File: config.mk
export PLATFORM = sky130hd
export DESIGN_NAME = doubly_linked_list_manager
export DESIGN_NICKNAME = d
export VERILOG_FILES = /design/src/hdl/dll_pkg.sv /design/src/hdl/dll_ram.sv /design/src/hdl/doubly_linked_list_manager.sv
export SDC_FILE = /design/constraint.sdc
export NUM_CORES = 1
export LEC_CHECK = 0
export BUFFER_PORTS_ARGS = -buffer_cell sky130_fd_sc_hd__buf_2
export CAP_MARGIN = 10
export CORE_MARGIN = 2
export CORE_UTILIZATION = 30
export CTS_BUF_LIST = sky130_fd_sc_hd__clkbuf_8
export CTS_CLUSTER_DIAMETER = 200
export DETAILED_ROUTE_END_ITERATION = 10
export PLACE_DENSITY_LB_ADDON = 0.08
export SLEW_MARGIN = 20
export SYNTH_ARGS = -nofsm -noshare
export SYNTH_HDL_FRONTEND = slang
export SYNTH_SLANG_ARGS = --single-unit
export TNS_END_PERCENT = 100
File: constraint.sdc
create_clock -name clk_i -period 4.9 [get_ports clk_i]
set_input_delay 0.98 -clock clk_i [delete_from_list [all_inputs] [get_ports clk_i]]
set_output_delay 0.98 -clock clk_i [all_outputs]
set_load 0.05 [all_outputs]
File: src/hdl/dll_pkg.sv
// Shared types and codes for the doubly linked list manager.
`timescale 1ns / 1ps

package dll_pkg;

  // Operation codes carried in the operation field
  typedef enum logic [2:0] {
    OP_ADD_HEAD   = 3'd0,
    OP_ADD_TAIL   = 3'd1,
    OP_REM_HEAD   = 3'd2,
    OP_INS_AFTER  = 3'd3,
    OP_INS_BEFORE = 3'd4,
    OP_REMOVE     = 3'd5
  } op_e;

  // Result status codes
  typedef enum logic [1:0] {
    ST_DONE   = 2'd0,
    ST_EMPTY  = 2'd1,
    ST_REJECT = 2'd2
  } status_e;

  // Input word
  typedef struct packed {
    logic [2:0] operation;
    logic [5:0] item_slot;
    logic [5:0] anchor_slot;
  } in_t;

  // Result word
  typedef struct packed {
    logic [5:0] removed_slot;
    logic       removed_valid;
    logic [6:0] entry_count;
    logic       list_empty;
    logic [1:0] status;
  } out_t;

endpackage

File: src/hdl/dll_ram.sv
// Generic single-write, single-read RAM with registered read data.
`timescale 1ns / 1ps

module dll_ram #(
  parameter int WIDTH = 6,
  parameter int DEPTH = 64
) (
  input  logic                     clk_i,
  input  logic                     we_i,
  input  logic [$clog2(DEPTH)-1:0] waddr_i,
  input  logic [WIDTH-1:0]         wdata_i,
  input  logic [$clog2(DEPTH)-1:0] raddr_i,
  output logic [WIDTH-1:0]         rdata_o
);

  logic [WIDTH-1:0] mem_q [DEPTH];
  logic [WIDTH-1:0] rdata_q;

  // Write port and registered read port
  always_ff @(posedge clk_i) begin
    if (we_i) begin
      mem_q[waddr_i] <= wdata_i;
    end
    rdata_q <= mem_q[raddr_i];
  end

  assign rdata_o = rdata_q;

endmodule

File: src/hdl/doubly_linked_list_manager.sv
// Top level: one doubly linked list over a pool of slots, kept in link memories.
`timescale 1ns / 1ps
// Usage:
//   Input channel (in_valid_i / in_ready_o / in_data_i) takes one operation word:
//   add head, add tail, remove head, insert after, insert before, remove slot.
//   Output channel (out_valid_o / out_ready_i / out_data_o) returns one result
//   word per operation: removed slot, count, empty flag and status.
//   An accepted operation steps through LINK1 and LINK2, and its result enters
//   the output register at the end of LINK2 (or of WAIT while the output stalls).
//   A new operation is taken only back in IDLE. The accept cycle issues the neighbor
//   read of the next and previous link memories; LINK1 and LINK2 use their single
//   write ports for up to four link updates. Count and the on-list marks sit in
//   flip-flops and are decided in the accept cycle, head and tail in the cycle after,
//   so rejects and empty removes pass through the same LINK1 and LINK2 states.
//   Reset clears the list (count zero, no slot listed); the link memories need
//   no clearing since a link is only used for a listed slot.
//   A stalled receiver holds the result in the output register; the next
//   operation is still accepted and worked, and waits for the register to free.
module doubly_linked_list_manager import dll_pkg::*; #(
  parameter int NUM_SLOTS = 64
) (
  input  logic clk_i,
  input  logic rst_ni,
  input  logic in_valid_i,
  output logic in_ready_o,
  input  in_t  in_data_i,
  output logic out_valid_o,
  input  logic out_ready_i,
  output out_t out_data_o
);

  localparam int SLOT_W = $clog2(NUM_SLOTS);
  localparam int CNT_W  = $clog2(NUM_SLOTS + 1);

  typedef enum logic [1:0] {S_IDLE, S_LINK1, S_LINK2, S_WAIT} state_e;
  typedef enum logic [2:0] {K_NONE, K_FIRST, K_AFTER, K_BEFORE, K_REMOVE} kind_e;

  state_e              state_q;
  kind_e               kind_q, kind_d;
  logic [SLOT_W-1:0]   x_q, x_d, a_q, a_d, nb_q;
  logic                last_q, link2_q;
  logic [SLOT_W-1:0]   head_q, head_d, tail_q, tail_d;
  logic [CNT_W-1:0]    cnt_q, cnt_new;
  logic [NUM_SLOTS-1:0] on_list_q;
  out_t                res_q, res_d, out_q;
  logic                out_valid_q;

  logic [SLOT_W-1:0]   item_idx, anchor_idx, rd_addr;
  logic                item_in_pool, anchor_in_pool, item_listed, anchor_listed, item_ok;
  logic                in_fire, set_on, clr_on, out_free, out_load;

  logic                nxt_we, prv_we;
  logic [SLOT_W-1:0]   nxt_waddr, nxt_wdata, prv_waddr, prv_wdata;
  logic [SLOT_W-1:0]   rn, rp;

  // Link memories
  dll_ram #(.WIDTH(SLOT_W), .DEPTH(NUM_SLOTS)) u_next_ram (
    .clk_i   (clk_i),
    .we_i    (nxt_we),
    .waddr_i (nxt_waddr),
    .wdata_i (nxt_wdata),
    .raddr_i (rd_addr),
    .rdata_o (rn)
  );

  dll_ram #(.WIDTH(SLOT_W), .DEPTH(NUM_SLOTS)) u_prev_ram (
    .clk_i   (clk_i),
    .we_i    (prv_we),
    .waddr_i (prv_waddr),
    .wdata_i (prv_wdata),
    .raddr_i (rd_addr),
    .rdata_o (rp)
  );

  assign in_ready_o = (state_q == S_IDLE);
  assign in_fire    = in_valid_i && in_ready_o;
  assign out_free   = !out_valid_q || out_ready_i;
  assign out_load   = (state_q == S_LINK2 || state_q == S_WAIT) && out_free;

  // Slot lookups on the incoming word
  assign item_idx       = SLOT_W'(in_data_i.item_slot);
  assign anchor_idx     = SLOT_W'(in_data_i.anchor_slot);
  assign item_in_pool   = int'(in_data_i.item_slot) < NUM_SLOTS;
  assign anchor_in_pool = int'(in_data_i.anchor_slot) < NUM_SLOTS;
  assign item_listed    = item_in_pool && on_list_q[item_idx];
  assign anchor_listed  = anchor_in_pool && on_list_q[anchor_idx];
  assign item_ok        = item_in_pool && !item_listed;

  // Decode: checks, count, marks and result are settled in the accept cycle
  always_comb begin
    kind_d  = K_NONE;
    x_d     = item_idx;
    a_d     = anchor_idx;
    cnt_new = cnt_q;
    set_on  = 1'b0;
    clr_on  = 1'b0;
    res_d   = '0;
    res_d.status = ST_DONE;
    case (in_data_i.operation)
      OP_ADD_HEAD, OP_ADD_TAIL: begin
        if (!item_ok) begin
          res_d.status = ST_REJECT;
        end else begin
          set_on  = 1'b1;
          cnt_new = cnt_q + CNT_W'(1);
          if (cnt_q == '0) begin
            kind_d = K_FIRST;
          end else if (in_data_i.operation == OP_ADD_HEAD) begin
            kind_d = K_BEFORE;
            a_d    = head_q;
          end else begin
            kind_d = K_AFTER;
            a_d    = tail_q;
          end
        end
      end
      OP_REM_HEAD: begin
        if (cnt_q == '0) begin
          res_d.status = ST_EMPTY;
        end else begin
          kind_d  = K_REMOVE;
          x_d     = head_q;
          clr_on  = 1'b1;
          cnt_new = cnt_q - CNT_W'(1);
          res_d.removed_slot  = 6'(head_q);
          res_d.removed_valid = 1'b1;
        end
      end
      OP_INS_AFTER, OP_INS_BEFORE: begin
        if (!item_ok || !anchor_listed) begin
          res_d.status = ST_REJECT;
        end else begin
          set_on  = 1'b1;
          cnt_new = cnt_q + CNT_W'(1);
          kind_d  = (in_data_i.operation == OP_INS_AFTER) ? K_AFTER : K_BEFORE;
        end
      end
      OP_REMOVE: begin
        if (!item_listed) begin
          res_d.status = ST_REJECT;
        end else begin
          kind_d  = K_REMOVE;
          clr_on  = 1'b1;
          cnt_new = cnt_q - CNT_W'(1);
        end
      end
      default: begin
        res_d.status = ST_REJECT;
      end
    endcase
    res_d.entry_count = 7'(cnt_new);
    res_d.list_empty  = (cnt_new == '0);
  end

  // Neighbor read: the removed slot's links, or the anchor's links
  assign rd_addr = (kind_d == K_REMOVE) ? x_d : a_d;

  // Link updates: first batch in LINK1, interior insert finish in LINK2
  always_comb begin
    nxt_we    = 1'b0;
    nxt_waddr = x_q;
    nxt_wdata = a_q;
    prv_we    = 1'b0;
    prv_waddr = x_q;
    prv_wdata = a_q;
    head_d    = head_q;
    tail_d    = tail_q;
    if (state_q == S_LINK1) begin
      case (kind_q)
        K_FIRST: begin
          head_d = x_q;
          tail_d = x_q;
        end
        K_AFTER: begin
          nxt_we    = 1'b1;
          nxt_waddr = a_q;
          nxt_wdata = x_q;
          prv_we    = 1'b1;
          if (a_q == tail_q) begin
            prv_waddr = x_q;
            prv_wdata = a_q;
            tail_d    = x_q;
          end else begin
            prv_waddr = rn;
            prv_wdata = x_q;
          end
        end
        K_BEFORE: begin
          nxt_we    = 1'b1;
          prv_we    = 1'b1;
          prv_waddr = a_q;
          prv_wdata = x_q;
          if (a_q == head_q) begin
            nxt_waddr = x_q;
            nxt_wdata = a_q;
            head_d    = x_q;
          end else begin
            nxt_waddr = rp;
            nxt_wdata = x_q;
          end
        end
        K_REMOVE: begin
          if (last_q) begin
            head_d = '0;
            tail_d = '0;
          end else begin
            if (x_q == head_q) begin
              head_d = rn;
            end else begin
              nxt_we    = 1'b1;
              nxt_waddr = rp;
              nxt_wdata = rn;
            end
            if (x_q == tail_q) begin
              tail_d = rp;
            end else begin
              prv_we    = 1'b1;
              prv_waddr = rn;
              prv_wdata = rp;
            end
          end
        end
        default: begin
        end
      endcase
    end else if (state_q == S_LINK2 && link2_q) begin
      nxt_we    = 1'b1;
      prv_we    = 1'b1;
      nxt_waddr = x_q;
      prv_waddr = x_q;
      if (kind_q == K_AFTER) begin
        nxt_wdata = nb_q;
        prv_wdata = a_q;
      end else begin
        nxt_wdata = a_q;
        prv_wdata = nb_q;
      end
    end
  end

  // Sequencer, list registers and output register
  always_ff @(posedge clk_i or negedge rst_ni) begin
    if (!rst_ni) begin
      state_q     <= S_IDLE;
      kind_q      <= K_NONE;
      x_q         <= '0;
      a_q         <= '0;
      nb_q        <= '0;
      last_q      <= 1'b0;
      link2_q     <= 1'b0;
      head_q      <= '0;
      tail_q      <= '0;
      cnt_q       <= '0;
      on_list_q   <= '0;
      res_q       <= '0;
      out_q       <= '0;
      out_valid_q <= 1'b0;
    end else begin
      // Output register: load a finished result, else drop an accepted one
      if (out_load) begin
        out_q       <= res_q;
        out_valid_q <= 1'b1;
      end else if (out_ready_i) begin
        out_valid_q <= 1'b0;
      end
      head_q <= head_d;
      tail_q <= tail_d;
      case (state_q)
        S_IDLE: begin
          if (in_fire) begin
            kind_q <= kind_d;
            x_q    <= x_d;
            a_q    <= a_d;
            last_q <= (cnt_q == CNT_W'(1));
            res_q  <= res_d;
            cnt_q  <= cnt_new;
            if (set_on) begin
              on_list_q[item_idx] <= 1'b1;
            end
            if (clr_on) begin
              on_list_q[x_d] <= 1'b0;
            end
            state_q <= S_LINK1;
          end
        end
        S_LINK1: begin
          link2_q <= (kind_q == K_AFTER && a_q != tail_q) ||
                     (kind_q == K_BEFORE && a_q != head_q);
          nb_q    <= (kind_q == K_AFTER) ? rn : rp;
          state_q <= S_LINK2;
        end
        S_LINK2, S_WAIT: begin
          link2_q <= 1'b0;
          if (out_free) begin
            state_q <= S_IDLE;
          end else begin
            state_q <= S_WAIT;
          end
        end
        default: begin
          state_q <= S_IDLE;
        end
      endcase
    end
  end

  assign out_valid_o = out_valid_q;
  assign out_data_o  = out_q;

endmodule
# [After elaboration in Yosys (flattened, before gate mapping)]
# Memories as Yosys holds them, arrays and structs flattened. A register that Yosys moved wholly into a read port is not among the register bits.
# Cells that the tools add are included.
[totals] register_bits=136 latchBits=0 rom_bits=0 wordCells=183 inputBits=19 ramBits=768 n_memories=2 output_inout_bits=19
[memory_table] name="u_next_ram.mem_q" depth=64 word_bits=6 rd=1 rd_clocked_by_memory_dff=1 wr=1 line="dll_ram.sv:16" text="logic [WIDTH-1:0] mem_q [DEPTH];"
[memory_table] name="u_prev_ram.mem_q" depth=64 word_bits=6 rd=1 rd_clocked_by_memory_dff=1 wr=1 line="dll_ram.sv:16"
[classes] n_lt_le_gt_ge=5 mul=0 reduce_logical=28 n_mux=97 n_eq_ne=25 n_shift=0 bitwise_logic=3 add_sub_neg=2 n_div=0
[op_table] cell="64-bit two-way mux" count=4
[op_table] cell="6-bit two-way mux" count=34
[op_table] cell="6-bit one-hot mux with 3 select lines" count=6
[op_table] cell="64-bit bitwise AND" count=1
[op_table] cell="64-bit inverter" count=1
[op_table] cell="64-bit bitwise OR" count=1
[op_table] cell="7-bit two-way mux" count=6
[op_table] cell="7-bit one-hot mux with 4 select lines" count=1
[op_table] cell="6-bit == test" count=4
[op_table] cell="1-bit two-way mux" count=24
[op_table] cell="6-bit by 7-bit < comparator with 1-bit output, second input constant" count=3
[op_table] cell="2-bit two-way mux" count=8
[op_table] cell="7-bit logical NOT" count=2
[op_table] cell="1-bit binary-select mux with 6-bit select" count=2
[op_table] cell="1-bit demux with 6-bit select" count=2
[op_table] cell="3-bit by 2-bit == test with 1-bit output, second input constant" count=4
[op_table] cell="3-bit == test, second input constant" count=4
[op_table] cell="6-bit by 1-bit >= comparator with 1-bit output, second input constant" count=2
[op_table] cell="6-bit inequality test" count=2
[op_table] cell="3-bit one-hot mux with 4 select lines" count=1
[op_table] cell="1-bit one-hot mux with 2 select lines" count=5
[op_table] cell="2-bit one-hot mux with 4 select lines" count=1
[op_table] cell="4-bit AND reduction" count=2
[op_table] cell="2-bit OR reduction" count=4
[op_table] cell="19 further kinds" count=36

# [Longest topological paths before layout]
# Gate-level depths: netlist (run 1).
[logic_depth] depth_word=11 ltp_mapped=21 ltp_nobuf=13

# [By module]
# A second synthesis (run 1) with hierarchy kept.
[unflattened] hier_cells=2449 area_unflattened_um2=39183.8
[by_module_without_submodules] module="dll_ram (u_prev_ram)" seq_area_each_um2=11651.2 cells_each=720 area_per_inst_um2=15225.9 instances=1
[by_module_without_submodules] module="dll_ram (u_next_ram)" seq_area_each_um2=11651.2 cells_each=727 area_per_inst_um2=15180.8 instances=1
[by_module_without_submodules] module="doubly_linked_list_manager" seq_area_each_um2=3403.3 cells_each=1002 area_per_inst_um2=8777.2 instances=1

# [Worst setup path before layout (run 1)]
# No wires, ideal clock.
[synth_path] path_type="input to register" from="input in_data_i[0] (netlist name)" to="register res_q[2] (netlist name)" cell_stages=14 path_buffers=3 arrival_time_ns=4.351 required_ns=4.805 path_slack_ns=0.453 setup_ns=0.095 path_cell_list="buf_2 > buf_2 > mux4_2 > mux4_2 > mux4_2 > nor2b_1 > nand2b_1 > o2bb2ai_1 > buf_2 > a211oi_1 > a41oi_1 > nor2_1 > nand4_1 > o31ai_1"
[synth_via] elab_chain_cells=7
[synth_lines] item="start, declared" line="doubly_linked_list_manager.sv:26" text="input in_t in_data_i,"
[synth_lines] item="1-bit binary-select mux with 6-bit select" line="doubly_linked_list_manager.sv:86" text="assign anchor_listed = anchor_in_pool && on_list_q[anchor_idx];"
[synth_lines] item="1-bit two-way mux (implied by the code)" line="doubly_linked_list_manager.sv:86"
[synth_lines] item="1-bit logical NOT" line="doubly_linked_list_manager.sv:130" text="if (!item_ok || !anchor_listed) begin"
[synth_lines] item="1-bit logical OR" line="doubly_linked_list_manager.sv:130"
[synth_lines] item="7-bit two-way mux" line="doubly_linked_list_manager.sv:130"
[synth_lines] item="7-bit one-hot mux with 4 select lines" line="doubly_linked_list_manager.sv:99" text="case (in_data_i.operation)"
[synth_lines] item="7-bit logical NOT" line="doubly_linked_list_manager.sv:152" text="res_d.list_empty = (cnt_new == '0);"
[synth_lines] item="end signal, assigned" line="doubly_linked_list_manager.sv:275" text="res_q <= res_d;"
[synth_lines] item="end, declared" line="doubly_linked_list_manager.sv:45" text="out_t res_q, res_d, out_q;"
# No other way between the ends. The select of a mux whose other input is x is not followed.
# A chain may end at the register's enable or synchronous reset.

# [Worst setup path after layout (run 1)]
[layout_path] from="register a_q[2]" to="memory u_prev_ram.mem_q[20][0], enable pin"
[layout_via] elab_chain_cells=4
[layout_lines] item="start, declared" line="doubly_linked_list_manager.sv:40" text="logic [SLOT_W-1:0] x_q, x_d, a_q, a_d, nb_q;"
[layout_lines] item="start signal, assigned" line="doubly_linked_list_manager.sv:247" text="a_q <= '0;"
[layout_lines] item="start signal, assigned" line="doubly_linked_list_manager.sv:273" text="a_q <= a_d;"
[layout_lines] item="6-bit == test" line="doubly_linked_list_manager.sv:179" text="if (a_q == tail_q) begin"
[layout_lines] item="6-bit two-way mux" line="doubly_linked_list_manager.sv:179"
[layout_lines] item="6-bit one-hot mux with 3 select lines *" line="doubly_linked_list_manager.sv:169" text="case (kind_q)"
[layout_lines] item="6-bit two-way mux *" line="doubly_linked_list_manager.sv:168" text="if (state_q == S_LINK1) begin"
[layout_lines] item="end, declared" line="dll_ram.sv:16"
# Every way passes the cells marked *; elsewhere a longest branch is shown, timed or not.

==> results.sh, run 1 <==
export IMPL_status="finished clean"
export IMPL_die_w_um=365.2
export IMPL_ios=38
export IMPL_power_density_nw_per_um2=554.2
export IMPL_dr_pass1_iters=8
export IMPL_ys_ff_latch=916
export IMPL_postLayoutCoreUtil=0.3593
export IMPL_finClkSkew_ns=0.05306
export IMPL_path_class="register to register"
export IMPL_syn_to_final_growth_pct=18.88
export IMPL_tritoncts="done"
export IMPL_combinationalPowerShare=0.306
export IMPL_synth_nets=2919
export IMPL_num_rows=132
export IMPL_gp_congestion=0.8479
export IMPL_grt_overflow_total=0
export IMPL_routedWlPerCell_um=24.93
export IMPL_grt_max_degree=108
export IMPL_drtAntennaViolNets=0
export IMPL_crit_buf_inv=1
export IMPL_grt_pass1_vias=26613
export IMPL_grt_pass1_wl_um=185100
export IMPL_clkPwrFrac=0.273
export IMPL_synth_cell_types=78
export IMPL_cts_sinks=916
export IMPL_pwr_share_seq=0.421
export IMPL_dr_total_vias=25837
export IMPL_dp_slack_ns=-0.3828
export IMPL_seq_area_frac_synth=0.6823
export IMPL_worst_hold_slack_ns=0.2088
export IMPL_drive_above_1_share=0.2091
export IMPL_swShare=0.3635
export IMPL_cts_buffer_depth=3
export IMPL_rsz0062_at_grt="false"
export IMPL_crit_chain="xnor2_1, nand4_1, nor3_1, nand2b_1, nand2b_1, a22oi_1, nor2_1, a21oi_1, inv_1, nor2_1, nand3_1, nor2_1"
export IMPL_mostFrequentLayoutCells="edfxtp_1 (768), nand2_1 (514), buf_4 (236)"
export IMPL_peakVddDrop_mv=0.4045
export IMPL_cts_hold_buf=0
export IMPL_cp_start_kind="register"
export IMPL_synthArstFlopShare=0.1485
export IMPL_worstReg2RegEnd="u_prev_ram.mem_q[20][0]"
export IMPL_mappedNetlistArea_sq_um=39140
export IMPL_relSlewSlack=0.3071
export IMPL_cp_top_family="simple AND/OR/NAND/NOR gates"
export IMPL_synth_avg_cell_area_sq_um=13.51
export IMPL_regToRegSetupSlack_ns=0.25
export IMPL_die_area_sq_um=133400
export IMPL_cts_root_buf="clkbuf_8"
export IMPL_cap_violations=0
export IMPL_coreArea_sq_um=129500
export IMPL_post_cts_buffers=0
export IMPL_fill_cells=12687
export IMPL_hold_violations=0
export IMPL_ys_dominant_reg_cell="edfxtp_1"
export IMPL_layout_commonest_cell="edfxtp_1"
export IMPL_htreeDepth=4
export IMPL_fmax_ghz=0.2150
export IMPL_end_kind="register"
export IMPL_clk_pin_slew_worst_paths_ns=0.06
export IMPL_synth_warnings=0
export IMPL_portBuffers=37
export IMPL_grt_usage=0.1898
export IMPL_dp_hpwl_um=85110
export IMPL_drtIter0Drc=2092
export IMPL_internal_power_w=0.01641
export IMPL_wirelength_um=126300
export IMPL_die_height_um=365.2
export IMPL_antenna_found_initial=5
export IMPL_synth_edf_count=768
export IMPL_rr_worst_depth=12
export IMPL_cts_made_buffers=165
export IMPL_worst_slew_pin_slew_ns=1.037
export IMPL_clk_latency_ns=0.89
export IMPL_fin_crit_sh=0.9494
export IMPL_slowest_stage="nor2_1"
export IMPL_static_leakage_power_nw=16.54
export IMPL_avgViaCountPerCell=5.098
export IMPL_power_switching_w=0.009373
export IMPL_synthesis_instances=2897
export IMPL_start_util=0.3023
export IMPL_route_detailed_drc=0
export IMPL_timing_final_ws_setup_ns=0.2478
export IMPL_nets=3223
export IMPL_crit_top_cell="nor2_1"
export IMPL_crit_arrival_ns=5.13
export IMPL_cts_resized=0
export IMPL_finalSetupViolations=0
export IMPL_period_needed_ns=4.652
export IMPL_rr_startpoint="a_q[2]"
export IMPL_critical_path_max_stage_delay_ns=0.69
export IMPL_slew_viol_final=0
export IMPL_hold_path_class="input port to async pin"
export IMPL_cp_max_fo=8
export IMPL_cp_required_ns=5.38
## kinds of logic (layout without fill, tap and decap cells)
logic type	count (synthesis)	after routing	share of synthesized area
and+or+nand+nor	1032	1032	0.1143
DFF	916	916	0.6823
AOI/OAI and AO/OA	539	539	0.08935
muxes	193	193	0.08417
buffers and inverters	189	616	0.02334
xor gates and xnor gates	25	25	0.005594
adders and majority gates	3	3	0.0009592
other	0	2	0
## routing by layer
metal | routed length [um] | global-route usage | part of all wire
met3 | 6543 | 0.03410 | 0.052
met5 | 0 | 0 | 0
met4 | 2582 | 0.05439 | 0.020
met1 | 58710 | 0.2674 | 0.46
met2 | 58500 | 0.2992 | 0.46
## cell usage after synthesis (43+ instances only)
| master | number | area (sq um) |
|---|---|---|
| clkbuf_1 | 97 | 364.1 |
| nand2_1 | 515 | 1933 |
| a31oi_1 | 56 | 350.3 |
| dfrtp_1 | 136 | 3403 |
| nor2_1 | 236 | 885.9 |
| a21oi_1 | 215 | 1076 |
| nand3_1 | 113 | 565.5 |
| o21ai_0 | 54 | 270.3 |
| a22oi_1 | 43 | 322.8 |
| mux4_2 | 105 | 2365 |
| edfxtp_1 | 768 | 23060 |
| mux2i_1 | 55 | 550.5 |
## state kept, by name, indices dropped and copies added, names as in the netlist
| name | count |
|---|---|
| link2_q | 1 |
| u_prev_ram.mem_q | 384 |
| on_list_q | 64 |
| x_q | 6 |
| a_q | 6 |
| u_next_ram.rdata_o | 6 |
| u_prev_ram.rdata_o | 6 |
| head_q | 6 |
| state_q | 2 |
| res_q | 17 |
| u_next_ram.mem_q | 384 |
| tail_q | 6 |
| nb_q | 6 |
| kind_q | 3 |
| last_q | 1 |
| out_data_o | 17 |
| out_valid_o | 1 |
## through the flow
| step | setup TNS [ns] | total power [W] | cells | cell area (sq um) |
|---|---|---|---|---|
| finish | 0 | 0.02579 | 5068 | 46530 |
| global route | 0 | 0.02703 | 5067 | 46520 |
| CTS | 0 | 0.02615 | 5066 | 46520 |
| detailed placement | -4.257 | 0.01899 | 4776 | 43360 |
| global placement | -5.058 | 0.01893 | 4776 | 43340 |
| floorplan | 0 | 0.01502 | 2897 | 39140 |
## power groups by stage
stage / Clock (W) / Sequential [W] / Combinational, W
floorplan: 0 / 0.0110 / 0.00405
global placement: 0 / 0.0110 / 0.00794
detailed placement: 0 / 0.0110 / 0.00800
CTS: 0.00728 / 0.0108 / 0.00803
global route: 0.00759 / 0.0109 / 0.00855
finish: 0.00704 / 0.0109 / 0.00789
## how the worst max path moves through the flow
| stage | from | cells after the start | slack, ns | endpoint |
|---|---|---|---|---|
| after floorplan | in_data_i[0] | 14 | 0.45 | res_q[2] |
| after global placement | in_data_i[6] | 19 | -0.44 | u_next_ram.rdata_o[4] |
| after detailed placement | in_data_i[6] | 19 | -0.38 | u_next_ram.rdata_o[0] |
| after CTS | a_q[2] | 11 | 0.36 | u_prev_ram.mem_q[48][3] |
| after global routing | a_q[2] | 12 | 0.07 | u_prev_ram.mem_q[20][0] |
| final | a_q[2] | 12 | 0.25 | u_prev_ram.mem_q[20][0] |
## worst register-to-register path: cells and delay by family (launching register included)
family | cells | cell delay [ns]
buf+inv | 1 | 0.27
simple gates | 8 | 2.32
flops | 1 | 0.66
compound gates | 2 | 0.83
xor+xnor | 1 | 0.18
## area by class of cell
class                      count  area [sq um]  area share
sequential                   916         26710      0.5740
multi-input combinational   1792         11690      0.2513
timing repair buffer         311          2726     0.05860
clock buffer                 173          2381     0.05118
tap                         1742          2180     0.04685
clock inverter               117         783.3     0.01683
inverter                      15         56.30    0.001210
antenna                        2         5.005   0.0001076
Note: power is estimated with default switching activity, not from simulation.
==> run 2: changes to the inputs <==
- BUFFER_PORTS_ARGS: -buffer_cell sky130_fd_sc_hd__buf_2 -> default
- DONT_BUFFER_PORTS: default -> 1
==> run 2 against run 1 <==
Combinational power shrank 7.4%; die area is the same; flip-flop and latch count is the same; largest power group unchanged; worst setup slack gained 0.093 ns; highest routed layer unchanged; global-route usage shrank 0.13 points; critical endpoint is now u_prev_ram.mem_q[28][2]; final cell count shrank 1.4%; sequential share of layout area grew 0.83 points; critical path depth shrank 4; worst hold slack lost 0.11 ns; clock power shrank 3.1%.
==> results.sh, run 2 (synthesized netlist as in run 1, its figures left out) <==
export IMPL_static_leakage_power_nw=16.14
export IMPL_cts_sinks=916
export IMPL_routed_top_layer="met4"
export IMPL_crit_top_cell="nand2_1"
export IMPL_timing_final_ws_setup_ns=0.3406
export IMPL_crit_chain="nor2b_1, a21oi_1, nand2b_1, a221oi_1, nand2_1, o21ai_1, nand2_1, nor2_1"
export IMPL_cp_max_fo=12
export IMPL_finClkSkew_ns=0.05398
export IMPL_die_height_um=365.2
export IMPL_dr_pass1_iters=5
export IMPL_regArea_sq_um=26710
export IMPL_crit_buf_inv=0
export IMPL_cp_start_kind="register"
export IMPL_worst_slew_pin_slew_ns=1.153
export IMPL_antenna_found_initial=2
export IMPL_cts_resized=0
export IMPL_drtIter0Drc=2129
export IMPL_grt_overflow_total=0
export IMPL_hold_violations=0
export IMPL_gp_congestion=0.8486
export IMPL_drtAntennaViolNets=0
export IMPL_dp_cells=4693
export IMPL_cts_hold_buf=1
export IMPL_wirelength_um=125300
export IMPL_top_regs="u_next_ram.mem_q (384), u_prev_ram.mem_q (384), on_list_q (64)"
export IMPL_peakVddDrop_mv=0.3252
export IMPL_cap_violations=0
export IMPL_grt_pass1_vias=26290
export IMPL_grt_max_degree=137
export IMPL_route_detailed_drc=0
export IMPL_cts_made_buffers=166
export IMPL_dp_slack_ns=-0.02930
export IMPL_multiInputGateArea_sq_um=11690
export IMPL_wl_met2_um=58130
export IMPL_layout_cells_non_filler=4995
export IMPL_routedWlPerCell_um=25.09
export IMPL_grt_usage=0.1884
export IMPL_dp_hpwl_um=83120
export IMPL_period_needed_ns=4.559
export IMPL_relSlewSlack=0.2252
export IMPL_fmax_ghz=0.2193
export IMPL_slowest_stage="o21ai_1"
export IMPL_clk_latency_ns=0.86
export IMPL_cp_top_family="simple AND/OR/NAND/NOR gates"
export IMPL_coreArea_sq_um=129500
export IMPL_crit_arrival_ns=5.01
export IMPL_cts_buffer_depth=3
export IMPL_nets=3142
export IMPL_syn_to_final_growth_pct=17.18
export IMPL_ios=38
export IMPL_cp_required_ns=5.35
export IMPL_hold_path_class="input port to async pin"
export IMPL_start_util=0.3023
export IMPL_status="finished clean"
export IMPL_met1Wirelength_um=56300
export IMPL_clk_pin_slew_worst_paths_ns=0.07
export IMPL_die_area_sq_um=133400
export IMPL_power_density_nw_per_um2=550.6
export IMPL_drive_above_1_share=0.1910
export IMPL_cts_root_buf="clkbuf_8"
export IMPL_dr_total_vias=25704
export IMPL_htreeDepth=4
export IMPL_slew_viol_final=0
export IMPL_portBuffers=0
export IMPL_rsz0062_at_grt="false"
export IMPL_avgViaCountPerCell=5.146
export IMPL_finalSetupViolations=0
export IMPL_grt_pass1_wl_um=182800
export IMPL_end_kind="register"
export IMPL_wl_met3_um=8212
export IMPL_mostFrequentLayoutCells="edfxtp_1 (768), nand2_1 (514), nor2_1 (232)"
export IMPL_post_cts_buffers=0
export IMPL_fin_crit_sh=0.9305
export IMPL_worst_hold_slack_ns=0.1031
export IMPL_die_w_um=365.2
export IMPL_layout_commonest_cell="edfxtp_1"
export IMPL_path_class="register to register"
export IMPL_tritoncts="done"
export IMPL_critical_path_max_stage_delay_ns=0.83
export IMPL_num_rows=132
export IMPL_fill_cells=12736
[run 2: area by class of cell]
| cell class | count | area share |
|---|---|---|
| flip-flops and latches | 916 | 0.5823 |
| repair buffers | 229 | 0.04611 |
| well taps | 1742 | 0.04753 |
| clock buffers | 182 | 0.05462 |
| diodes | 2 | 0.0001091 |
| multi-input cells | 1792 | 0.2549 |
| inverters | 15 | 0.001228 |
| clock inverters | 117 | 0.01318 |
[run 2: power by group]
part | internal (W) | leakage (nW) | switching [W]
Clock | 0.00361 | 1.79 | 0.00322
Combinational | 0.00222 | 5.47 | 0.00509
Sequential | 0.0103 | 8.88 | 0.000856
Total | 0.0161 | 16.1 | 0.00916
[run 2: worst paths after layout]
path / from / to / slack (ns) / depth (start not counted)
worst max-delay path: kind_q[1] / u_prev_ram.mem_q[28][2] / 0.34 / 8
worst min-delay path: rst_ni / x_q[1] / 0.10 / 1
worst max register to register: kind_q[1] / u_prev_ram.mem_q[28][2] / 0.34 / 8
worst min register to register: res_q[10] / res_q[10] / 0.48 / 2
max in group asynchronous: rst_ni / on_list_q[17] / 4.16 / 1
min in group clk_i: in_data_i[6] / x_q[0] / 0.35 / 2
[run 2: worst reg2reg max path, cell delays in order (launching register included)]
cell and delay, ns:
dfrtp_1 0.46, nor2b_1 0.57, a21oi_1 0.23, nand2b_1 0.47, a221oi_1 0.36, nand2_1 0.12
o21ai_1 0.83, nand2_1 0.50, nor2_1 0.64
[run 2: through the flow]
| step | instance area [sq um] | utilization | power [W] | setup TNS, ns |
|---|---|---|---|---|
| floorplan | 39140 | - | 0.01502 | 0 |
| global placement | 42710 | 0.3299 | 0.01859 | -0.03053 |
| detailed placement | 42710 | 0.3299 | 0.01865 | -0.05686 |
| CTS | 45850 | 0.3541 | 0.02561 | 0 |
| global route | 45860 | 0.3542 | 0.02650 | 0 |
| finish | 45860 | 0.3542 | 0.02525 | 0 |
[run 2: routing by layer]
metal  up-vias  GRT usage
met5         -          0
met4         0    0.05826
met3       177    0.04361
met2       868     0.2953
met1     13197     0.2590
li1      11462          -
